File: src/rtl/cje_pkg.sv
// ----------------------------------------------------------------------------
// Cubic Julia escape-time package
// Shared widths, constants, item and control types for the escape-time block.
// ----------------------------------------------------------------------------
package cje_pkg;

  // Field widths of the items and registers.
  localparam int COORD_W   = 32;
  localparam int ITER_W    = 16;
  localparam int CFG_W     = 32;
  localparam int CFG_IDX_W = 2;

  // Fixed-point format: every value carries 28 fraction bits.
  localparam int FRAC_W = 28;
  // Internal signed values stay below 2^44 in magnitude for any input.
  localparam int VAL_W  = 48;
  // Multiplier operands stay below 2^38 in magnitude.
  localparam int MUL_W  = 40;
  localparam int DIG_W  = MUL_W / 2;
  localparam int PART_W = MUL_W + DIG_W;
  localparam int PROD_W = 2 * MUL_W;
  // Squares for the escape test are taken of components below ten.
  localparam int SQ_W   = 2 * COORD_W;
  localparam int NORM_W = SQ_W + 1;

  localparam logic [VAL_W-1:0]        ESC_COMP = VAL_W'(64'd10 << FRAC_W);
  localparam logic [NORM_W-1:0]       ESC_NORM = NORM_W'(64'd100 << (2 * FRAC_W));
  localparam logic signed [VAL_W-1:0] ONE_FX   = VAL_W'(64'd1 << FRAC_W);
  localparam logic [ITER_W-1:0]       MAX_ITER_RST = ITER_W'(50);

  typedef enum logic [CFG_IDX_W-1:0] {
    CFG_A_REAL   = 2'd0,
    CFG_A_IMAG   = 2'd1,
    CFG_MAX_ITER = 2'd2
  } cfg_idx_e;

  typedef struct packed {
    logic signed [COORD_W-1:0] point_re;
    logic signed [COORD_W-1:0] point_im;
  } in_item_t;

  typedef struct packed {
    logic [ITER_W-1:0] iter_count;
    logic              stayed_bounded;
  } out_item_t;

  typedef struct packed {
    logic signed [CFG_W-1:0] a_real;
    logic signed [CFG_W-1:0] a_imag;
    logic [ITER_W-1:0]       max_iter;
  } cfg_t;

  typedef struct packed {
    logic             start;
    logic [MUL_W-1:0] op_a;
    logic [MUL_W-1:0] op_b;
  } mul_req_t;

  typedef struct packed {
    logic              done;
    logic [PROD_W-1:0] prod;
  } mul_rsp_t;

  typedef enum logic [1:0] {
    M_IDLE,
    M_LO,
    M_HI,
    M_SUM
  } mul_e;

  typedef enum logic [2:0] {
    S_IDLE,
    S_CHECK,
    S_ISSUE,
    S_WAIT,
    S_DONE
  } seq_e;

  // One product of the escape test or of the cubic map.
  typedef enum logic [3:0] {
    ST_XRXR,
    ST_XIXI,
    ST_TRTR,
    ST_TITI,
    ST_TRTI,
    ST_SRUR,
    ST_SIUI,
    ST_SRUI,
    ST_SIUR
  } step_e;

  function automatic logic [VAL_W-1:0] mag(logic signed [VAL_W-1:0] v);
    mag = v[VAL_W-1] ? VAL_W'(-v) : VAL_W'(v);
  endfunction

endpackage

File: src/rtl/cje_mul.sv
// ----------------------------------------------------------------------------
// Shared multiplier
// Unsigned 40 x 40 product formed from two 40 x 20 partial products and a sum.
// ----------------------------------------------------------------------------
module cje_mul (
  input  logic               clk_i,
  input  logic               rst_ni,
  input  cje_pkg::mul_req_t  req_i,
  output cje_pkg::mul_rsp_t  rsp_o
);
  import cje_pkg::*;

  mul_e phase_q, phase_d;
  logic [MUL_W-1:0]  a_q, b_q;
  logic [DIG_W-1:0]  dig;
  logic [PART_W-1:0] part;
  logic [PART_W-1:0] lo_q, hi_q;
  logic [PROD_W-1:0] prod_q;
  logic              done_q, done_d;

  assign dig  = (phase_q == M_LO) ? b_q[DIG_W-1:0] : b_q[MUL_W-1:DIG_W];
  assign part = PART_W'(a_q * dig);

  always_comb begin
    phase_d = phase_q;
    done_d  = 1'b0;
    unique case (phase_q)
      M_IDLE: begin
        if (req_i.start) begin
          phase_d = M_LO;
        end
      end
      M_LO:  phase_d = M_HI;
      M_HI:  phase_d = M_SUM;
      M_SUM: begin
        phase_d = M_IDLE;
        done_d  = 1'b1;
      end
      default: phase_d = M_IDLE;
    endcase
  end

  always_ff @(posedge clk_i or negedge rst_ni) begin
    if (!rst_ni) begin
      phase_q <= M_IDLE;
      done_q  <= 1'b0;
    end else begin
      phase_q <= phase_d;
      done_q  <= done_d;
    end
  end

  always_ff @(posedge clk_i) begin
    if (phase_q == M_IDLE && req_i.start) begin
      a_q <= req_i.op_a;
      b_q <= req_i.op_b;
    end
    if (phase_q == M_LO) begin
      lo_q <= part;
    end
    if (phase_q == M_HI) begin
      hi_q <= part;
    end
    if (phase_q == M_SUM) begin
      prod_q <= PROD_W'(lo_q) + {hi_q, {DIG_W{1'b0}}};
    end
  end

  assign rsp_o.done = done_q;
  assign rsp_o.prod = prod_q;

endmodule

File: src/rtl/cje_seq.sv
// ----------------------------------------------------------------------------
// Escape-time sequencer
// Steps one point through the escape test and the cubic map on the shared
// multiplier, and holds the finished item in an output register.
// ----------------------------------------------------------------------------
module cje_seq (
  input  logic               clk_i,
  input  logic               rst_ni,
  input  logic               in_valid_i,
  output logic               in_stall_o,
  input  cje_pkg::in_item_t  in_data_i,
  output logic               out_valid_o,
  input  logic               out_stall_i,
  output cje_pkg::out_item_t out_data_o,
  input  cje_pkg::cfg_t      cfg_i,
  output cje_pkg::mul_req_t  mul_req_o,
  input  cje_pkg::mul_rsp_t  mul_rsp_i
);
  import cje_pkg::*;

  seq_e  state_q, state_d;
  step_e step_q, step_d;
  logic [ITER_W-1:0] iter_q, iter_d;
  logic signed [VAL_W-1:0] xr_q, xr_d, xi_q, xi_d;
  logic signed [VAL_W-1:0] tr_q, tr_d, ti_q, ti_d;
  logic signed [VAL_W-1:0] ur_q, ur_d, ui_q, ui_d;
  logic signed [VAL_W-1:0] sr_q, sr_d, si_q, si_d;
  logic signed [VAL_W-1:0] accr_q, accr_d, acci_q, acci_d;
  logic [NORM_W-1:0] norm_q, norm_d;
  logic neg_q, neg_d;
  out_item_t res_q, res_d;
  out_item_t out_q, out_d;
  logic out_valid_q, out_valid_d;

  logic signed [VAL_W-1:0] ar, ai, ar2, ai2;
  logic signed [VAL_W-1:0] opa, opb;
  logic signed [VAL_W-1:0] trunc_s, tv;
  logic [NORM_W-1:0] norm_sum;
  logic comp_esc, out_free;

  assign ar  = VAL_W'(cfg_i.a_real);
  assign ai  = VAL_W'(cfg_i.a_imag);
  assign ar2 = ar + ar;
  assign ai2 = ai + ai;

  // A component of magnitude ten or more already puts the norm at 100 or more.
  assign comp_esc = (mag(xr_q) >= ESC_COMP) || (mag(xi_q) >= ESC_COMP);

  // Products are truncated toward zero: truncate the magnitude, then sign it.
  assign trunc_s  = VAL_W'(mul_rsp_i.prod[FRAC_W +: VAL_W]);
  assign tv       = neg_q ? -trunc_s : trunc_s;
  assign norm_sum = norm_q + NORM_W'(mul_rsp_i.prod[SQ_W-1:0]);
  assign out_free = !out_valid_q || !out_stall_i;

  always_comb begin
    unique case (step_q)
      ST_XRXR: begin opa = xr_q; opb = xr_q; end
      ST_XIXI: begin opa = xi_q; opb = xi_q; end
      ST_TRTR: begin opa = tr_q; opb = tr_q; end
      ST_TITI: begin opa = ti_q; opb = ti_q; end
      ST_TRTI: begin opa = tr_q; opb = ti_q; end
      ST_SRUR: begin opa = sr_q; opb = ur_q; end
      ST_SIUI: begin opa = si_q; opb = ui_q; end
      ST_SRUI: begin opa = sr_q; opb = ui_q; end
      ST_SIUR: begin opa = si_q; opb = ur_q; end
      default: begin opa = '0; opb = '0; end
    endcase
  end

  always_comb begin
    state_d     = state_q;
    step_d      = step_q;
    iter_d      = iter_q;
    xr_d        = xr_q;
    xi_d        = xi_q;
    tr_d        = tr_q;
    ti_d        = ti_q;
    ur_d        = ur_q;
    ui_d        = ui_q;
    sr_d        = sr_q;
    si_d        = si_q;
    accr_d      = accr_q;
    acci_d      = acci_q;
    norm_d      = norm_q;
    neg_d       = neg_q;
    res_d       = res_q;
    out_d       = out_q;
    out_valid_d = out_valid_q;
    mul_req_o.start = 1'b0;
    mul_req_o.op_a  = MUL_W'(mag(opa));
    mul_req_o.op_b  = MUL_W'(mag(opb));

    if (!out_stall_i) begin
      out_valid_d = 1'b0;
    end

    unique case (state_q)
      S_IDLE: begin
        if (in_valid_i) begin
          xr_d    = VAL_W'(in_data_i.point_re);
          xi_d    = VAL_W'(in_data_i.point_im);
          iter_d  = '0;
          state_d = S_CHECK;
        end
      end
      S_CHECK: begin
        // The limit is tested before the escape test.
        if (iter_q == cfg_i.max_iter) begin
          res_d.iter_count     = iter_q;
          res_d.stayed_bounded = 1'b1;
          state_d              = S_DONE;
        end else if (comp_esc) begin
          res_d.iter_count     = iter_q;
          res_d.stayed_bounded = 1'b0;
          state_d              = S_DONE;
        end else begin
          tr_d    = xr_q - ar;
          ti_d    = xi_q - ai;
          ur_d    = xr_q + ar2;
          ui_d    = xi_q + ai2;
          step_d  = ST_XRXR;
          state_d = S_ISSUE;
        end
      end
      S_ISSUE: begin
        mul_req_o.start = 1'b1;
        neg_d           = opa[VAL_W-1] ^ opb[VAL_W-1];
        state_d         = S_WAIT;
      end
      S_WAIT: begin
        if (mul_rsp_i.done) begin
          state_d = S_ISSUE;
          unique case (step_q)
            ST_XRXR: begin
              norm_d = NORM_W'(mul_rsp_i.prod[SQ_W-1:0]);
              step_d = ST_XIXI;
            end
            ST_XIXI: begin
              if (norm_sum >= ESC_NORM) begin
                res_d.iter_count     = iter_q;
                res_d.stayed_bounded = 1'b0;
                state_d              = S_DONE;
              end else begin
                step_d = ST_TRTR;
              end
            end
            ST_TRTR: begin
              sr_d   = tv;
              step_d = ST_TITI;
            end
            ST_TITI: begin
              sr_d   = sr_q - tv;
              step_d = ST_TRTI;
            end
            ST_TRTI: begin
              si_d   = tv + tv;
              step_d = ST_SRUR;
            end
            ST_SRUR: begin
              accr_d = tv;
              step_d = ST_SIUI;
            end
            ST_SIUI: begin
              accr_d = accr_q - tv;
              step_d = ST_SRUI;
            end
            ST_SRUI: begin
              acci_d = tv;
              step_d = ST_SIUR;
            end
            ST_SIUR: begin
              xr_d    = accr_q + ar;
              xi_d    = acci_q + tv + ai + ONE_FX;
              iter_d  = iter_q + ITER_W'(1);
              state_d = S_CHECK;
            end
            default: state_d = S_IDLE;
          endcase
        end
      end
      S_DONE: begin
        if (out_free) begin
          out_d       = res_q;
          out_valid_d = 1'b1;
          state_d     = S_IDLE;
        end
      end
      default: state_d = S_IDLE;
    endcase
  end

  always_ff @(posedge clk_i or negedge rst_ni) begin
    if (!rst_ni) begin
      state_q     <= S_IDLE;
      out_valid_q <= 1'b0;
    end else begin
      state_q     <= state_d;
      out_valid_q <= out_valid_d;
    end
  end

  always_ff @(posedge clk_i) begin
    step_q <= step_d;
    iter_q <= iter_d;
    xr_q   <= xr_d;
    xi_q   <= xi_d;
    tr_q   <= tr_d;
    ti_q   <= ti_d;
    ur_q   <= ur_d;
    ui_q   <= ui_d;
    sr_q   <= sr_d;
    si_q   <= si_d;
    accr_q <= accr_d;
    acci_q <= acci_d;
    norm_q <= norm_d;
    neg_q  <= neg_d;
    res_q  <= res_d;
    out_q  <= out_d;
  end

  assign in_stall_o  = (state_q != S_IDLE);
  assign out_valid_o = out_valid_q;
  assign out_data_o  = out_q;

endmodule

File: src/rtl/cubic_julia_escape_time.sv
// ----------------------------------------------------------------------------
// Cubic Julia escape time
// Iterates x <- (x-a)^2 * (x+2a) + a + i in Q4.28 fixed point and counts the
// iterations until |x|^2 reaches 100 or the configured limit is met.
// ----------------------------------------------------------------------------
//  channel   direction  handshake               payload
//  in        input      in_valid_i / in_stall_o  in_item_t  (point_re, point_im)
//  out       output     out_valid_o / out_stall_i out_item_t (iter_count,
//                                                            stayed_bounded)
//  cfg       input      cfg_we_i                 cfg_idx_i, cfg_data_i
//
// Each iteration runs the limit and component test, then nine products in turn
// on the single 40 x 20 multiplier. Reset clears the sequencer state, the
// output valid flag and the registers (a = 0, max_iter = 50); no clearing
// pass is needed.
// A finished item waits in the output register, so a stalled output does not
// hold up the next item until that one finishes too.
module cubic_julia_escape_time (
  input  logic                            clk_i,
  input  logic                            rst_ni,
  input  logic                            in_valid_i,
  output logic                            in_stall_o,
  input  cje_pkg::in_item_t               in_data_i,
  output logic                            out_valid_o,
  input  logic                            out_stall_i,
  output cje_pkg::out_item_t              out_data_o,
  input  logic                            cfg_we_i,
  input  logic [cje_pkg::CFG_IDX_W-1:0]   cfg_idx_i,
  input  logic [cje_pkg::CFG_W-1:0]       cfg_data_i
);
  import cje_pkg::*;

  cfg_t     cfg_q, cfg_d;
  mul_req_t mul_req;
  mul_rsp_t mul_rsp;

  always_comb begin
    cfg_d = cfg_q;
    if (cfg_we_i) begin
      unique case (cfg_idx_e'(cfg_idx_i))
        CFG_A_REAL:   cfg_d.a_real   = cfg_data_i;
        CFG_A_IMAG:   cfg_d.a_imag   = cfg_data_i;
        CFG_MAX_ITER: cfg_d.max_iter = cfg_data_i[ITER_W-1:0];
        default: ;
      endcase
    end
  end

  always_ff @(posedge clk_i or negedge rst_ni) begin
    if (!rst_ni) begin
      cfg_q.a_real   <= '0;
      cfg_q.a_imag   <= '0;
      cfg_q.max_iter <= MAX_ITER_RST;
    end else begin
      cfg_q <= cfg_d;
    end
  end

  cje_seq u_seq (
    .clk_i       (clk_i),
    .rst_ni      (rst_ni),
    .in_valid_i  (in_valid_i),
    .in_stall_o  (in_stall_o),
    .in_data_i   (in_data_i),
    .out_valid_o (out_valid_o),
    .out_stall_i (out_stall_i),
    .out_data_o  (out_data_o),
    .cfg_i       (cfg_q),
    .mul_req_o   (mul_req),
    .mul_rsp_i   (mul_rsp)
  );

  cje_mul u_mul (
    .clk_i  (clk_i),
    .rst_ni (rst_ni),
    .req_i  (mul_req),
    .rsp_o  (mul_rsp)
  );

endmodule

File: config.mk
export PLATFORM = sky130hd
export DESIGN_NAME = cubic_julia_escape_time
export DESIGN_NICKNAME = d
export VERILOG_FILES = /design/src/rtl/cje_pkg.sv /design/src/rtl/cje_mul.sv /design/src/rtl/cje_seq.sv /design/src/rtl/cubic_julia_escape_time.sv
export SDC_FILE = /design/constraint.sdc
export NUM_CORES = 2
export LEC_CHECK = 0
export ABC_AREA = 1
export ABC_CLOCK_PERIOD_IN_PS = 10860
export BUFFER_PORTS_ARGS = -buffer_cell sky130_fd_sc_hd__buf_4
export CAP_MARGIN = 20
export CORE_MARGIN = 4
export CORE_UTILIZATION = 35
export CTS_CLUSTER_DIAMETER = 40
export DETAILED_ROUTE_END_ITERATION = 6
export PLACE_DENSITY_LB_ADDON = 0.25
export SLEW_MARGIN = 20
export SYNTH_ARGS = -nofsm -noshare
export SYNTH_HDL_FRONTEND = slang
export SYNTH_HIERARCHICAL = 1
export SYNTH_SLANG_ARGS = --single-unit
File: constraint.sdc
create_clock -name clk_i -period 10.86 [get_ports clk_i]
set_clock_uncertainty 0.2 [all_clocks]
set_input_delay 1.086 -clock clk_i [delete_from_list [all_inputs] [get_ports clk_i]]
set_output_delay 1.086 -clock clk_i [all_outputs]
set_load 0.05 [all_outputs]
==> results.cfg <==
[final_layout]
fin_nets = 14430
final_common_cell = nand2_1
drive_gt1_share_pct = 5.791
final_cell_area_um2 = 108400
layout_common_cells = nand2_1 (3344), inv_1 (2359), nor2_1 (1305)
postLayoutCoreUtil_pct = 39.15
areaGrowthSynthToFinish_pct = 11.31
final_cells = 16740

[routing]
routed_via_density = 5.258
drt-pass1-iter-count = 7
vias = 88020
detail_route.wl_per_cell_um = 24.30
drc = 7
drt_first_iter_violations = 9736
wl_um = 406700
antenna_left = 0

[timing]
hold-worst-slack_ns = 0.02589
relSlewSlack_pct = 16.62
finalHoldViolCount = 0
rsz0062_at_grt = false
layout_min_cycle_time_ns = 8.684
worst_pin_slew_ns = 1.251
setup_tns_ns = 0
slew_viol_final = 0
fin_crit_sh_pct = 79.96
timing.final.ws_setup_ns = 2.176
fmax_mhz = 115.2
finalSetupViolations = 0

[synthesis]
synth_warnings = 6
syn_area_per_cell_um2 = 7.640
synth_cells = 12740
netlist_area_um2 = 97340
syn_nets = 14280

[critical_path]
path_max_fanout = 21
cp-start-kind = flop
crit_path_end_kind = flop
cp.arrival_ns = 9.06
crit_type = reg -> reg
critPathRequiredTime_ns = 11.24

[status]
outcome = finished, violations left
violations = DRC

[place]
pre_cts_ws_ns = 2.179
place_congestion = 1.020
post-dp-hpwl_um = 333100
port_buffers = 121
place_inst = 16420
place_area_um2 = 102600

[global_routing]
antenna_found_initial = 34
grt_start_max_net_pins = 85
first_global_vias = 85210
grt_usage_pct = 27.85
grt_pass1_wl_um = 585400
grt-ovfl-total = 0

[die]
design.die.area_um2 = 286600
die_w_um = 535.4
row_count = 193
pin_count = 122
core_area_um2 = 276700
die_h_um = 535.4
start_util_pct = 35.18

[cts]
clk_pin_slew_ns = 0.06
post-cts-setup-buffer-count = 0
cts.path.max_buffers = 4
clk-insertion-delay-late_ns = 0.87
clock-sinks = 922
cts_inserted_buffers = 170
postCtsHoldBufs = 0
cts_max_level = 4
cts-resized-gates = 0
cts_tree = yes
root_buffer = clkbuf_16

[power_and_ir_drop]
power_density_nw_per_um2 = 156.3
leakage_nw = 51.86
peakVddDrop_v = 0.0001860
power_mw = 16.94

[worst_hold_path]
hp-class = in -> async

[job]
cap_viol_max_count = 0
path summary, 6_finish.rpt:
check | from | to | slack [ns] | cells after the start
max | u_mul/phase_q[1] | u_mul/hi_q[50] | 2.18 | 26
min | rst_ni | cfg_q[79] | 0.03 | 1
max reg2reg | u_mul/phase_q[1] | u_mul/hi_q[50] | 2.18 | 26
min reg2reg | u_seq/res_q[4] | u_seq/out_data_o[4] | 0.22 | 0
max in group asynchronous | rst_ni | u_mul/phase_q[0] | 9.13 | 2
min in group clk_i | u_seq/res_q[4] | u_seq/out_data_o[4] | 0.22 | 0
routing by layer:
metal / global-route usage, % / vias to the layer above / wire length (um) / share of wire [%]
met5: 0 / - / 34 / 0.0084
met4: 15.26 / 6 / 26790 / 6.6
met3: 4.842 / 836 / 34420 / 8.5
met2: 43.18 / 3930 / 178000 / 44
met1: 36.92 / 42430 / 167500 / 41
li1: - / 40820 / - / -
power by group:
part	internal [mW]	total [mW]	leakage, nW	switching, mW
Clock	3.25	5.38	2.75	2.13
Combinational	1.91	6.49	40.4	4.57
Sequential	4.50	5.07	8.68	0.570
Total	9.67	16.9	51.9	7.27
flip-flops by register name, indices dropped and copies added (netlist names), 3 cells and up:
signal,flops
u_seq/state_q,3
cfg_q,80
u_mul/b_q,40
u_seq/out_data_o,17
u_mul/prod_q,76
u_seq/sr_q,48
u_seq/accr_q,48
u_seq/norm_q,64
u_seq/xi_q,48
u_seq/acci_q,48
u_seq/ur_q,41
u_mul/a_q,40
u_seq/tr_q,41
u_seq/step_q,4
u_seq/iter_q,16
u_seq/ui_q,41
u_seq/res_q,17
u_seq/si_q,40
u_mul/lo_q,60
u_seq/ti_q,41
u_seq/xr_q,48
u_mul/hi_q,56
layout make-up:
type,instances,area (um2)
clock inverter,122,1304
multi-input combinational,9147,59880
clock buffer,181,4380
timing repair buffer,244,1832
inverter,2404,9027
antenna,14,35.03
tap,3705,4636
sequential,922,27250
fill,29270,168400
critical path: stages (launching register included):
cell	delay, ns
dfrtp_1	0.42
inv_1	0.17
ha_4	0.40
inv_2	0.21
or2_2	0.32
o21ai_2	0.08
buf_4	0.36
inv_1	0.51
nand2_1	0.22
fa_1	0.43
inv_1	0.08
fa_1	0.46
fa_1	0.53
fa_1	0.58
fa_1	0.55
fa_1	0.57
inv_1	0.08
fa_1	0.53
inv_1	0.04
ha_1	0.36
nand2_1	0.13
nor2_1	0.26
nand2_1	0.23
nor2_1	0.36
nand3_1	0.17
nand4_1	0.11
nand2_1	0.09
(Power assumes the default switching activity.)
